**config.mk**
```make
export PLATFORM = sky130hd
export DESIGN_NAME = fbq_ctrl
export DESIGN_NICKNAME = d
export VERILOG_FILES = /design/src/design/fbq_pkg.sv /design/src/design/fbq_ctrl.sv
export SDC_FILE = /design/constraint.sdc
export NUM_CORES = 1
export LEC_CHECK = 0
export ABC_CLOCK_PERIOD_IN_PS = 1400
export BUFFER_PORTS_ARGS = -buffer_cell sky130_fd_sc_hd__buf_2
export CORE_AREA = 2 2 41 43
export CTS_CLUSTER_SIZE = 12
export DETAILED_ROUTE_END_ITERATION = 10
export DIE_AREA = 0 0 43 45
export PLACE_DENSITY_LB_ADDON = 0.2
export RECOVER_POWER = 50
export SKIP_CTS_REPAIR_TIMING = 1
export SYNTH_ARGS = -nofsm -noshare
export SYNTH_HDL_FRONTEND = slang
export SYNTH_SLANG_ARGS = --single-unit
```
**constraint.sdc**
```tcl
create_clock -name i_clk -period 1.4 [get_ports i_clk]
set_input_delay 0.14 -clock i_clk [delete_from_list [all_inputs] [get_ports i_clk]]
set_output_delay 0.14 -clock i_clk [all_outputs]
set_load 0.005 [all_outputs]
```
**src/design/fbq_pkg.sv**
```systemverilog
package fbq_pkg;

    localparam int unsigned BASE_W  = 48;
    localparam int unsigned SIZE_W  = 32;
    localparam int unsigned TOTAL_W = 38;
    localparam int unsigned COUNT_W = 7;
    localparam int unsigned ENTRY_W = BASE_W + SIZE_W + 2;

    localparam logic [SIZE_W-1:0] THRESHOLD_RESET = 32'd100000;

    localparam logic CFG_THRESHOLD = 1'b0;
    localparam logic CFG_FORCE     = 1'b1;

    typedef enum logic [1:0] {
        REQ_FREE    = 2'd0,
        REQ_SCAN    = 2'd1,
        REQ_SWEEP   = 2'd2,
        REQ_RELEASE = 2'd3
    } t_req;

    typedef enum logic [2:0] {
        ST_QUEUED   = 3'd0,
        ST_FULL     = 3'd1,
        ST_MARKED   = 3'd2,
        ST_NONE     = 3'd3,
        ST_RELEASED = 3'd4,
        ST_DONE     = 3'd5
    } t_code;

    typedef enum logic [3:0] {
        S_IDLE,
        S_DECIDE,
        S_INS_RD,
        S_INS_PROC,
        S_SCAN_RD,
        S_SCAN_PROC,
        S_ACC_RD,
        S_ACC_PROC,
        S_COMMIT,
        S_REL_RD,
        S_REL_PROC,
        S_REL_END,
        S_EMIT
    } t_state;

    typedef struct packed {
        logic  load;
        logic  ins_shift;
        logic  ins_place;
        logic  scan_next;
        logic  scan_hit;
        logic  acc;
        logic  commit;
        logic  rel_step;
        logic  set_code;
        t_code code;
        logic  emit_code;
    } t_cmd;

    typedef struct packed {
        t_req req;
        logic full;
        logic due;
        logic end_cnt;
        logic end_lim;
        logic idx_zero;
        logic base_gt;
        logic hit;
        logic releases;
        logic none_emitted;
        logic out_free;
    } t_stat;

endpackage

```
**src/design/fbq_ctrl.sv**
```systemverilog
module fbq_ctrl (
    input  logic          i_clk,
    input  logic          i_rst_n,
    input  logic          i_in_valid,
    output logic          o_in_ready,
    input  fbq_pkg::t_stat i_stat,
    output fbq_pkg::t_cmd  o_cmd
);
    import fbq_pkg::*;

    t_state r_state;
    t_state n_state;

    always_ff @(posedge i_clk) begin
        if (!i_rst_n) begin
            r_state <= S_IDLE;
        end else begin
            r_state <= n_state;
        end
    end

    always_comb begin
        n_state    = r_state;
        o_cmd      = '0;
        o_cmd.code = ST_DONE;
        o_in_ready = 1'b0;
        unique case (r_state)
            S_IDLE: begin
                o_in_ready = 1'b1;
                if (i_in_valid) begin
                    o_cmd.load = 1'b1;
                    n_state    = S_DECIDE;
                end
            end
            S_DECIDE: begin
                unique case (i_stat.req) inside
                    REQ_FREE: begin
                        if (i_stat.full) begin
                            o_cmd.set_code = 1'b1;
                            o_cmd.code     = ST_FULL;
                            n_state        = S_EMIT;
                        end else begin
                            n_state = S_INS_RD;
                        end
                    end
                    REQ_SCAN, REQ_SWEEP: begin
                        if (!i_stat.due) begin
                            o_cmd.set_code = 1'b1;
                            o_cmd.code     = ST_NONE;
                            n_state        = S_EMIT;
                        end else if (i_stat.req == REQ_SCAN) begin
                            n_state = S_SCAN_RD;
                        end else begin
                            n_state = S_ACC_RD;
                        end
                    end
                    default: begin
                        n_state = S_COMMIT;
                    end
                endcase
            end
            S_INS_RD: begin
                n_state = S_INS_PROC;
            end
            S_INS_PROC: begin
                if (i_stat.idx_zero || !i_stat.base_gt) begin
                    o_cmd.ins_place = 1'b1;
                    o_cmd.set_code  = 1'b1;
                    o_cmd.code      = ST_QUEUED;
                    n_state         = S_EMIT;
                end else begin
                    o_cmd.ins_shift = 1'b1;
                    n_state         = S_INS_RD;
                end
            end
            S_SCAN_RD: begin
                if (i_stat.end_cnt) begin
                    o_cmd.set_code = 1'b1;
                    o_cmd.code     = ST_NONE;
                    n_state        = S_EMIT;
                end else begin
                    n_state = S_SCAN_PROC;
                end
            end
            S_SCAN_PROC: begin
                if (i_stat.hit) begin
                    o_cmd.scan_hit = 1'b1;
                    o_cmd.set_code = 1'b1;
                    o_cmd.code     = ST_MARKED;
                    n_state        = S_EMIT;
                end else begin
                    o_cmd.scan_next = 1'b1;
                    n_state         = S_SCAN_RD;
                end
            end
            S_ACC_RD: begin
                n_state = i_stat.end_cnt ? S_COMMIT : S_ACC_PROC;
            end
            S_ACC_PROC: begin
                o_cmd.acc = 1'b1;
                n_state   = S_ACC_RD;
            end
            S_COMMIT: begin
                o_cmd.commit = 1'b1;
                n_state      = S_REL_RD;
            end
            S_REL_RD: begin
                n_state = i_stat.end_lim ? S_REL_END : S_REL_PROC;
            end
            S_REL_PROC: begin
                if (!i_stat.releases || i_stat.out_free) begin
                    o_cmd.rel_step = 1'b1;
                    n_state        = S_REL_RD;
                end
            end
            S_REL_END: begin
                if (i_stat.none_emitted) begin
                    o_cmd.set_code = 1'b1;
                    o_cmd.code     = ST_DONE;
                    n_state        = S_EMIT;
                end else begin
                    n_state = S_IDLE;
                end
            end
            S_EMIT: begin
                if (i_stat.out_free) begin
                    o_cmd.emit_code = 1'b1;
                    n_state         = S_IDLE;
                end
            end
            default: begin
                n_state = S_IDLE;
            end
        endcase
    end
endmodule

```
==> results.json, run 1 <==
{
  "fp.dieW_um": 43,
  "antenna_found_initial": 0,
  "endpoint_kind": "output port",
  "path_cells": "buf_4 -> nor4_4 -> and2_1 -> buf_2",
  "synthToLayoutAreaGrowth_pct": 61.8,
  "max_stage_delay_ns": 0.37,
  "syn_nets": 104,
  "drt_wl_total_um": 2020,
  "cts.sinks": 4,
  "syn_avg_cell_area_um2": 7.46,
  "seqCellArea_um2": 95.1,
  "worst_pin_slew_ns": 0.325,
  "r2r_cells": 5,
  "placementRows": 14,
  "cts_tree": "yes",
  "critPathBufInv": 2,
  "crit_family": "simple AND/OR/NAND/NOR gates",
  "worstHoldEndpoint": "r_state[1]$_SDFFE_PN0P_",
  "synth_cells": 86,
  "coreArea_um2": 1470,
  "cellPowerDensity_nw_per_um2": 1550,
  "ys_ff_latch": 4,
  "hold_start": "i_rst_n",
  "die_area_um2": 1940,
  "violations": "setup timing",
  "multi_input_area_um2": 566,
  "synth_cell_types": 38,
  "layout_setup_ws_ns": -0.0987,
  "grt_use_total": 0.199,
  "final_layout_size_suffix_gt1_frac": 0.553,
  "regMostFlops": "r_state",
  "min-delay-path-class": "in -> reg",
  "min_period_ns": 1.50,
  "mappedNetlistArea_um2": 642,
  "first_global_vias": 718,
  "clk_latency_ns": 0.23,
  "cts_buffers": 3,
  "crit_fanout": 10,
  "finalHoldViolations": 0,
  "first_iter_violations": 24,
  "fin_nets": 152,
  "r2r-start": "r_state[0]$_SDFFE_PN0P_",
  "first_pass_iters": 4,
  "fin_skew_ns": 0.00162,
  "cts_root_buf": "clkbuf_4",
  "regToRegSetupSlack_ns": 0.03,
  "synth.top_cell.area_share": 0.125,
  "async_reset_ff_frac": 0,
  "drv_slew": 0,
  "rsz0062_at_grt": "yes",
  "post-place-ws_ns": -0.0606,
  "grt_pass1_wl_um": 3000,
  "r2r-end": "r_state[0]$_SDFFE_PN0P_",
  "cts_buffer_depth": 2,
  "die_h_um": 45,
  "largestRegisters": "r_state (4)",
  "hpwl_um": 1410,
  "diodes": 0,
  "largest_reg_flops": 4,
  "synth_area_leader_cell": "dfxtp_1",
  "whs_path_depth": 3,
  "maxCapViolations": 0,
  "setup-tns-final_ns": -0.330,
  "grt_max_degree": 11,
  "ant_nets": 0,
  "ys_seq_area_frac": 0.125,
  "htreeDepth": 1,
  "path_clk_slew_ns": 0.04,
  "avgRoutedWirePerCell_um": 13.6,
  "gp_congestion": 0.813,
  "final_cell_mix": "buf_2 (29), buf_4 (15), inv_1 (7)",
  "final_core_util": 0.706,
  "status": "finished with violations",
  "worstPathRequired_ns": 1.26,
  "synthFlopType": "dfxtp_1",
  "start_kind": "flip-flop",
  "power.leakage_nw": 0.503,
  "vdd_drop_max_uv": 1040,
  "initial_core_util": 0.436,
  "io_pins": 29,
  "synthTopCellsByArea": "dfxtp_1 (12%), ha_1 (5.8%), nor4_1 (5.8%), inv_1 (4.7%), a2111oi_4 (4.3%)",
  "setup.worst_path.class": "reg -> out",
  "viasPerCell": 5.57,
  "cp_data_arrival_time_ns": 1.36,
  "post-route-drc-count": 0,
  "slowest_stage": "dfxtp_4",
  "io_buffers": 28,
  "synth_warnings": 0,
  "synth_edf_count": 0,
  "vias": 824,
  "setup_viol": 6,
  "min_period_over_period": 1.07,
  "max_clock_freq_mhz": 667,
  "slew_headroom": 0.783,
  "n_fill_cell": 138,
  "layout_commonest_cell": "buf_2",
  "overflow": 0
}
[kinds of logic after synthesis]
| family | after synthesis | share of synthesized area |
|---|---|---|
| flip-flops | 4 | 0.125 |
| adder cells (fa/ha/maj) | 3 | 0.0585 |
| AO/OA/AOI/OAI | 26 | 0.312 |
| multiplexers | 1 | 0.0156 |
| buffers and inverters | 13 | 0.107 |
| AND/OR/NAND/NOR | 39 | 0.382 |
[worst reg2reg max path: cells and delay by family (launching register included)]
kind,cells,cell delay [ns]
compound gates,1,0.06
buf+inv,2,0.34
flops,1,0.37
simple gates,2,0.48
[power breakdown]
| part | switching, mW | total, mW | internal (mW) |
|---|---|---|---|
| clock | 0.0445 | 0.140 | 0.0957 |
| sequential | 0.106 | 0.287 | 0.181 |
| combinational | 0.558 | 1.18 | 0.624 |
| total | 0.709 | 1.61 | 0.900 |
[layer usage]
layer	global-route usage	routed length, µm	vias to the layer above
met5	0	0	-
met4	0.0242	14	0
met3	0.0520	77	2
met2	0.358	1070	21
met1	0.249	852	388
li1	-	-	413
[Yosys cell counts (all sizes together) (3+ instances only)]
master,number
buf,4
a21oi,4
nor4,6
nor2,6
ha,3
a221oi,3
nor2b,4
dfxtp,4
o21ai,4
nand2,6
nand3b,3
nand2b,5
nor3,3
inv,8
[stage by stage]
| step | std cells | hold WS (ns) | total power [mW] | area, µm² |
|---|---|---|---|---|
| 3_3_place_gp | 138 | 0.402 | 1.13 | 861 |
| 2_1_floorplan | 86 | 0.269 | 0.798 | 642 |
| 5_1_grt | 148 | 0.168 | 1.73 | 1040 |
| 4_1_cts | 141 | 0.162 | 1.29 | 883 |
| 6_report | 148 | 0.161 | 1.61 | 1040 |
| 3_5_place_dp | 138 | 0.406 | 1.13 | 861 |
[final cells by class]
type	count	area share
tap	16	0.0193
multi-input combinational	69	0.545
timing repair buffer	48	0.292
sequential	4	0.0916
clock buffer	3	0.0217
inverter	8	0.0313
[worst max-delay path by stage]
stage	startpoint	end	cells past startpoint	slack, ns
after detailed placement	r_state[0]$_SDFFE_PN0P_	o_cmd[12]	4	-0.06
final	r_state[0]$_SDFFE_PN0P_	o_cmd[12]	4	-0.1
after global placement	r_state[3]$_SDFFE_PN0P_	r_state[3]$_SDFFE_PN0P_	5	-0.04
after global routing	r_state[0]$_SDFFE_PN0P_	o_cmd[12]	4	-0.16
after CTS	r_state[0]$_SDFFE_PN0P_	o_cmd[12]	4	-0.31
after floorplan	r_state[1]$_SDFFE_PN0P_	r_state[0]$_SDFFE_PN0P_	5	0.14
Power figures use the tool's default switching activity.
==> inputs of run 2 (changes only) <==
Settings changed: ABC_CLOCK_PERIOD_IN_PS 1400 to 1300, CORE_AREA 2 2 41 43 to 2 2 43 45, DIE_AREA 0 0 43 45 to 0 0 45 47, RECOVER_POWER 50 to 100.
Clock period 1.4 ns to 1.3 ns, I/O delays scaled along.
==> run 2 against run 1 <==
  * Final cell count increased by 4.1%
  * Routed wire length up 11%
  * Global-route usage decreased by 1.8 points
  * Hold slack lost 0.024 ns
  * The flow still finishes with violations (setup timing)
  * Via count up 8.0%
  * Critical path depth increased by 2
  * Worst setup slack got worse by 0.092 ns
  * Non-clock buffer count up 5
  * Sequential share of layout area decreased by 0.76 points
  * Clock power increased by 20%
==> results.json, run 2 (synthesis gave the netlist of run 1 again) <==
{
  "status": "finished with violations",
  "violations": "setup timing",
  "gp_congestion": 0.853,
  "n_fill_cell": 142,
  "antenna_found_initial": 0,
  "largest_reg_flops": 4,
  "maxCapViolations": 0,
  "die_h_um": 47,
  "viasPerCell": 5.78,
  "diodes": 0,
  "post-place-ws_ns": -0.174,
  "grt_pass1_wl_um": 2880,
  "min_period_over_period": 1.15,
  "worst_pin_slew_ns": 0.343,
  "first_iter_violations": 19,
  "slowest_stage": "dfxtp_4",
  "path_cells": "buf_6 -> nand2b_4 -> nor3_4 -> nor2_2 -> o31ai_1 -> buf_2",
  "drt_wl_total_um": 2240,
  "htreeDepth": 1,
  "first_global_vias": 697,
  "fin_cells": 154,
  "rsz0062_at_grt": "yes",
  "worstPathRequired_ns": 1.17,
  "max_stage_delay_ns": 0.38,
  "setup.worst_path.class": "reg -> out",
  "finalHoldViolations": 0,
  "setup_viol": 16,
  "vdd_drop_max_uv": 934,
  "synthToLayoutAreaGrowth_pct": 76.4,
  "endpoint_kind": "output port",
  "die_area_um2": 2120,
  "fin_nets": 157,
  "coreArea_um2": 1650,
  "overflow": 0,
  "grtUsageMet2": 0.334,
  "final_cell_mix": "buf_2 (28), buf_4 (17), inv_1 (7), buf_6 (7)",
  "slew_headroom": 0.772,
  "hpwl_um": 1490,
  "ant_nets": 0,
  "cts_buffer_depth": 2,
  "placementRows": 15,
  "max_clock_freq_mhz": 671,
  "fp.dieW_um": 45,
  "drv_slew": 0,
  "min_period_ns": 1.49,
  "post-route-drc-count": 0,
  "clk_latency_ns": 0.25,
  "vias": 890,
  "path_clk_slew_ns": 0.04,
  "use_met1": 0.220,
  "first_pass_iters": 4,
  "cts_tree": "yes",
  "io_pins": 29,
  "crit_family": "flip-flops",
  "critPathBufInv": 2,
  "cellPowerDensity_nw_per_um2": 1640,
  "seqCellArea_um2": 95.1,
  "initial_core_util": 0.389,
  "start_kind": "flip-flop",
  "grt_use_total": 0.181,
  "cts_root_buf": "clkbuf_4",
  "io_buffers": 28,
  "fin_skew_ns": 0.00560,
  "layout_commonest_cell": "buf_2",
  "crit_fanout": 7,
  "dp_cells": 145,
  "avgRoutedWirePerCell_um": 14.5,
  "regMostFlops": "r_state",
  "grt_max_degree": 14,
  "largestRegisters": "r_state (4)",
  "min-delay-path-class": "in -> reg",
  "multi_input_area_um2": 609,
  "gr-max-usage-layer": "met2",
  "power.leakage_nw": 0.536,
  "cts.sinks": 4,
  "final_layout_size_suffix_gt1_frac": 0.599,
  "grtUsageMet3": 0.0346,
  "cts_buffers": 3,
  "layout_setup_ws_ns": -0.191,
  "cp_data_arrival_time_ns": 1.36
}
[run 2: changes by cell type in the layout (fill, tap and decap cells not counted), sizes merged]
cell	previous run	this run
clkbuf	3	4
buf	48	52
[run 2: per-layer routing]
| layer | share of wire | wire length [µm] |
|---|---|---|
| met4 | 0.0085 | 19 |
| met1 | 0.39 | 872 |
| met3 | 0.042 | 93 |
| met2 | 0.56 | 1250 |
| met5 | 0 | 0 |
[run 2: stage by stage]
step	power, mW	area, µm²	hold slack (ns)	util	setup TNS (ns)
after CTS	1.44	930	0.144	0.563	-4.19
after detailed placement	1.26	907	0.400	0.549	-0.933
after floorplan	0.860	642	0.259	-	0
after global placement	1.25	907	0.396	0.549	-0.790
final	1.86	1130	0.137	0.686	-1.43
after global routing	1.99	1130	0.140	0.686	-2.32
[run 2: layout make-up]
cell class / instances / share of cell area
clock buffer: 3 / 0.0199
inverter: 8 / 0.0287
multi-input combinational: 69 / 0.538
sequential: 4 / 0.0840
tap: 17 / 0.0188
timing repair buffer: 53 / 0.310
[run 2: worst reg2reg max path, cell delays in order (launching register included)]
cell,delay (ns)
dfxtp_4,0.38
buf_6,0.13
nand2b_4,0.09
a2111oi_4,0.43
a221oi_1,0.10
and3_1,0.18
[run 2: path summary, 6_finish.rpt]
path | cells after the start | from | slack (ns) | end
worst max-delay path | 6 | r_state[2]$_SDFFE_PN0P_ | -0.19 | o_cmd[4]
worst min register to register | 3 | r_state[1]$_SDFFE_PN0P_ | 0.68 | r_state[3]$_SDFFE_PN0P_
worst min-delay path | 3 | i_rst_n | 0.14 | r_state[1]$_SDFFE_PN0P_
worst max register to register | 5 | r_state[2]$_SDFFE_PN0P_ | -0.12 | r_state[0]$_SDFFE_PN0P_
[run 2: where the power goes]
group          switching [mW]  internal (mW)  leakage, nW
Sequential              0.110          0.194       0.0356
Combinational           0.662          0.724        0.487
Clock                  0.0635          0.104       0.0138
==> inputs of run 3 (changes only) <==
Settings changed: CORE_AREA 2 2 43 45 to 2 2 42 44, CTS_BUF_LIST set to sky130_fd_sc_hd__clkbuf_8, DIE_AREA 0 0 45 47 to 0 0 44 46.
==> run 3 against run 2 <==
  * The flow still finishes with violations (setup timing)
  * Clock power increased by 57%
  * First-iteration DRC count increased by 16%
  * Critical path depth decreased by 1
  * Power increased by 17%
  * Non-clock buffer count increased by 4
  * Die area decreased by 4.3%
  * Sequential share of layout area decreased by 0.75 points
  * Critical endpoint is now o_cmd[12]
  * Highest routed layer is now met3
==> results.json, run 3 (synthesis gave the netlist of run 1 again) <==
{
  "drv_slew": 0,
  "cellPowerDensity_nw_per_um2": 1790,
  "grt_use_total": 0.186,
  "placementRows": 15,
  "post-route-drc-count": 0,
  "diodes": 0,
  "endpoint_kind": "output port",
  "min-delay-path-class": "in -> reg",
  "slew_headroom": 0.763,
  "r2r-end": "r_state[0]$_SDFFE_PN0P_",
  "grt_pass1_wl_um": 2830,
  "status": "finished with violations",
  "largestRegisters": "r_state (4)",
  "die_area_um2": 2020,
  "whs_path_depth": 3,
  "setup_viol": 16,
  "vias": 863,
  "path_clk_slew_ns": 0.04,
  "setup-tns-final_ns": -1.42,
  "ant_nets": 0,
  "initial_core_util": 0.398,
  "final_cell_mix": "buf_2 (27), buf_4 (19), buf_6 (10)",
  "avgRoutedWirePerCell_um": 13.5,
  "first_pass_iters": 4,
  "setup.worst_path.class": "reg -> out",
  "synthToLayoutAreaGrowth_pct": 88.7,
  "hold_start": "i_rst_n",
  "overflow": 0,
  "violations": "setup timing",
  "worst_pin_slew_ns": 0.356,
  "first_global_vias": 675,
  "coreArea_um2": 1610,
  "cts_buffer_depth": 2,
  "first_iter_violations": 22,
  "cts.sinks": 4,
  "io_pins": 29,
  "hpwl_um": 1430,
  "fin_nets": 161,
  "cts_buffers": 3,
  "cts_tree": "yes",
  "p_total_mw": 2.17,
  "gp_congestion": 0.840,
  "start_kind": "flip-flop",
  "r2r-start": "r_state[0]$_SDFFE_PN0P_",
  "layout_commonest_cell": "buf_2",
  "finalHoldViolations": 0,
  "layout_setup_ws_ns": -0.177,
  "worstHoldEndpoint": "r_state[2]$_SDFFE_PN0P_",
  "whs_ns": 0.172,
  "fp.dieW_um": 44,
  "die_h_um": 46,
  "largest_reg_flops": 4,
  "clk_latency_ns": 0.22,
  "final_layout_size_suffix_gt1_frac": 0.624,
  "place_area_um2": 922,
  "r2r_cells": 5,
  "cp_data_arrival_time_ns": 1.35,
  "io_buffers": 28,
  "cts_root_buf": "clkbuf_8",
  "htreeDepth": 1,
  "min_period_ns": 1.48,
  "drt_wl_total_um": 2130,
  "regToRegSetupSlack_ns": -0.14,
  "grt_max_degree": 13,
  "max_clock_freq_mhz": 677,
  "maxCapViolations": 0,
  "regMostFlops": "r_state",
  "min_period_over_period": 1.14,
  "fin_skew_ns": 0.00908,
  "crit_fanout": 9,
  "vdd_drop_max_uv": 1510,
  "viasPerCell": 5.46,
  "final_core_util": 0.750,
  "worstPathRequired_ns": 1.17,
  "power.leakage_nw": 0.577,
  "design_area_um2": 1210,
  "rsz0062_at_grt": "yes",
  "antenna_found_initial": 0
}
## run 3: worst max-delay path by stage
stage | startpoint | to | slack, ns
floorplan | r_state[1]$_SDFFE_PN0P_ | r_state[0]$_SDFFE_PN0P_ | 0.04
global placement | r_state[1]$_SDFFE_PN0P_ | r_state[0]$_SDFFE_PN0P_ | -0.17
detailed placement | r_state[1]$_SDFFE_PN0P_ | r_state[0]$_SDFFE_PN0P_ | -0.17
CTS | r_state[0]$_SDFFE_PN0P_ | o_cmd[12] | -0.31
global route | r_state[0]$_SDFFE_PN0P_ | o_cmd[12] | -0.22
finish | r_state[0]$_SDFFE_PN0P_ | o_cmd[12] | -0.18
## run 3: stage by stage
stage / instances / setup WS (ns)
2_1_floorplan: 86 / 0.0353
3_3_place_gp: 147 / -0.175
3_5_place_dp: 147 / -0.172
4_1_cts: 150 / -0.307
5_1_grt: 158 / -0.225
6_report: 158 / -0.177
## run 3: per-layer routing
metal | GRT usage | vias to the layer above | share of wire
met2 | 0.329 | 31 | 0.51
met3 | 0.0357 | 0 | 0.068
met1 | 0.246 | 399 | 0.42
met5 | 0 | - | 0
li1 | - | 433 | -
met4 | 0 | 0 | 0
## run 3: final cells by class
type / count / area [µm²]
multi-input cells: 69 / 616
well taps: 17 / 21.3
flip-flops and latches: 4 / 92.6
fillers: 127 / 403
repair buffers: 57 / 410
inverters: 8 / 30.0
clock buffers: 3 / 41.3
## run 3: critical path, cell delays in order, from the launching register on
cell	delay, ns
dfxtp_4	0.37
buf_6	0.14
nor4_4	0.24
buf_4	0.15
and2_4	0.13
buf_6	0.08
## run 3: report_power, final
group,internal [mW],switching [mW]
clock,0.198,0.0651
sequential,0.189,0.0969
combinational,0.919,0.706
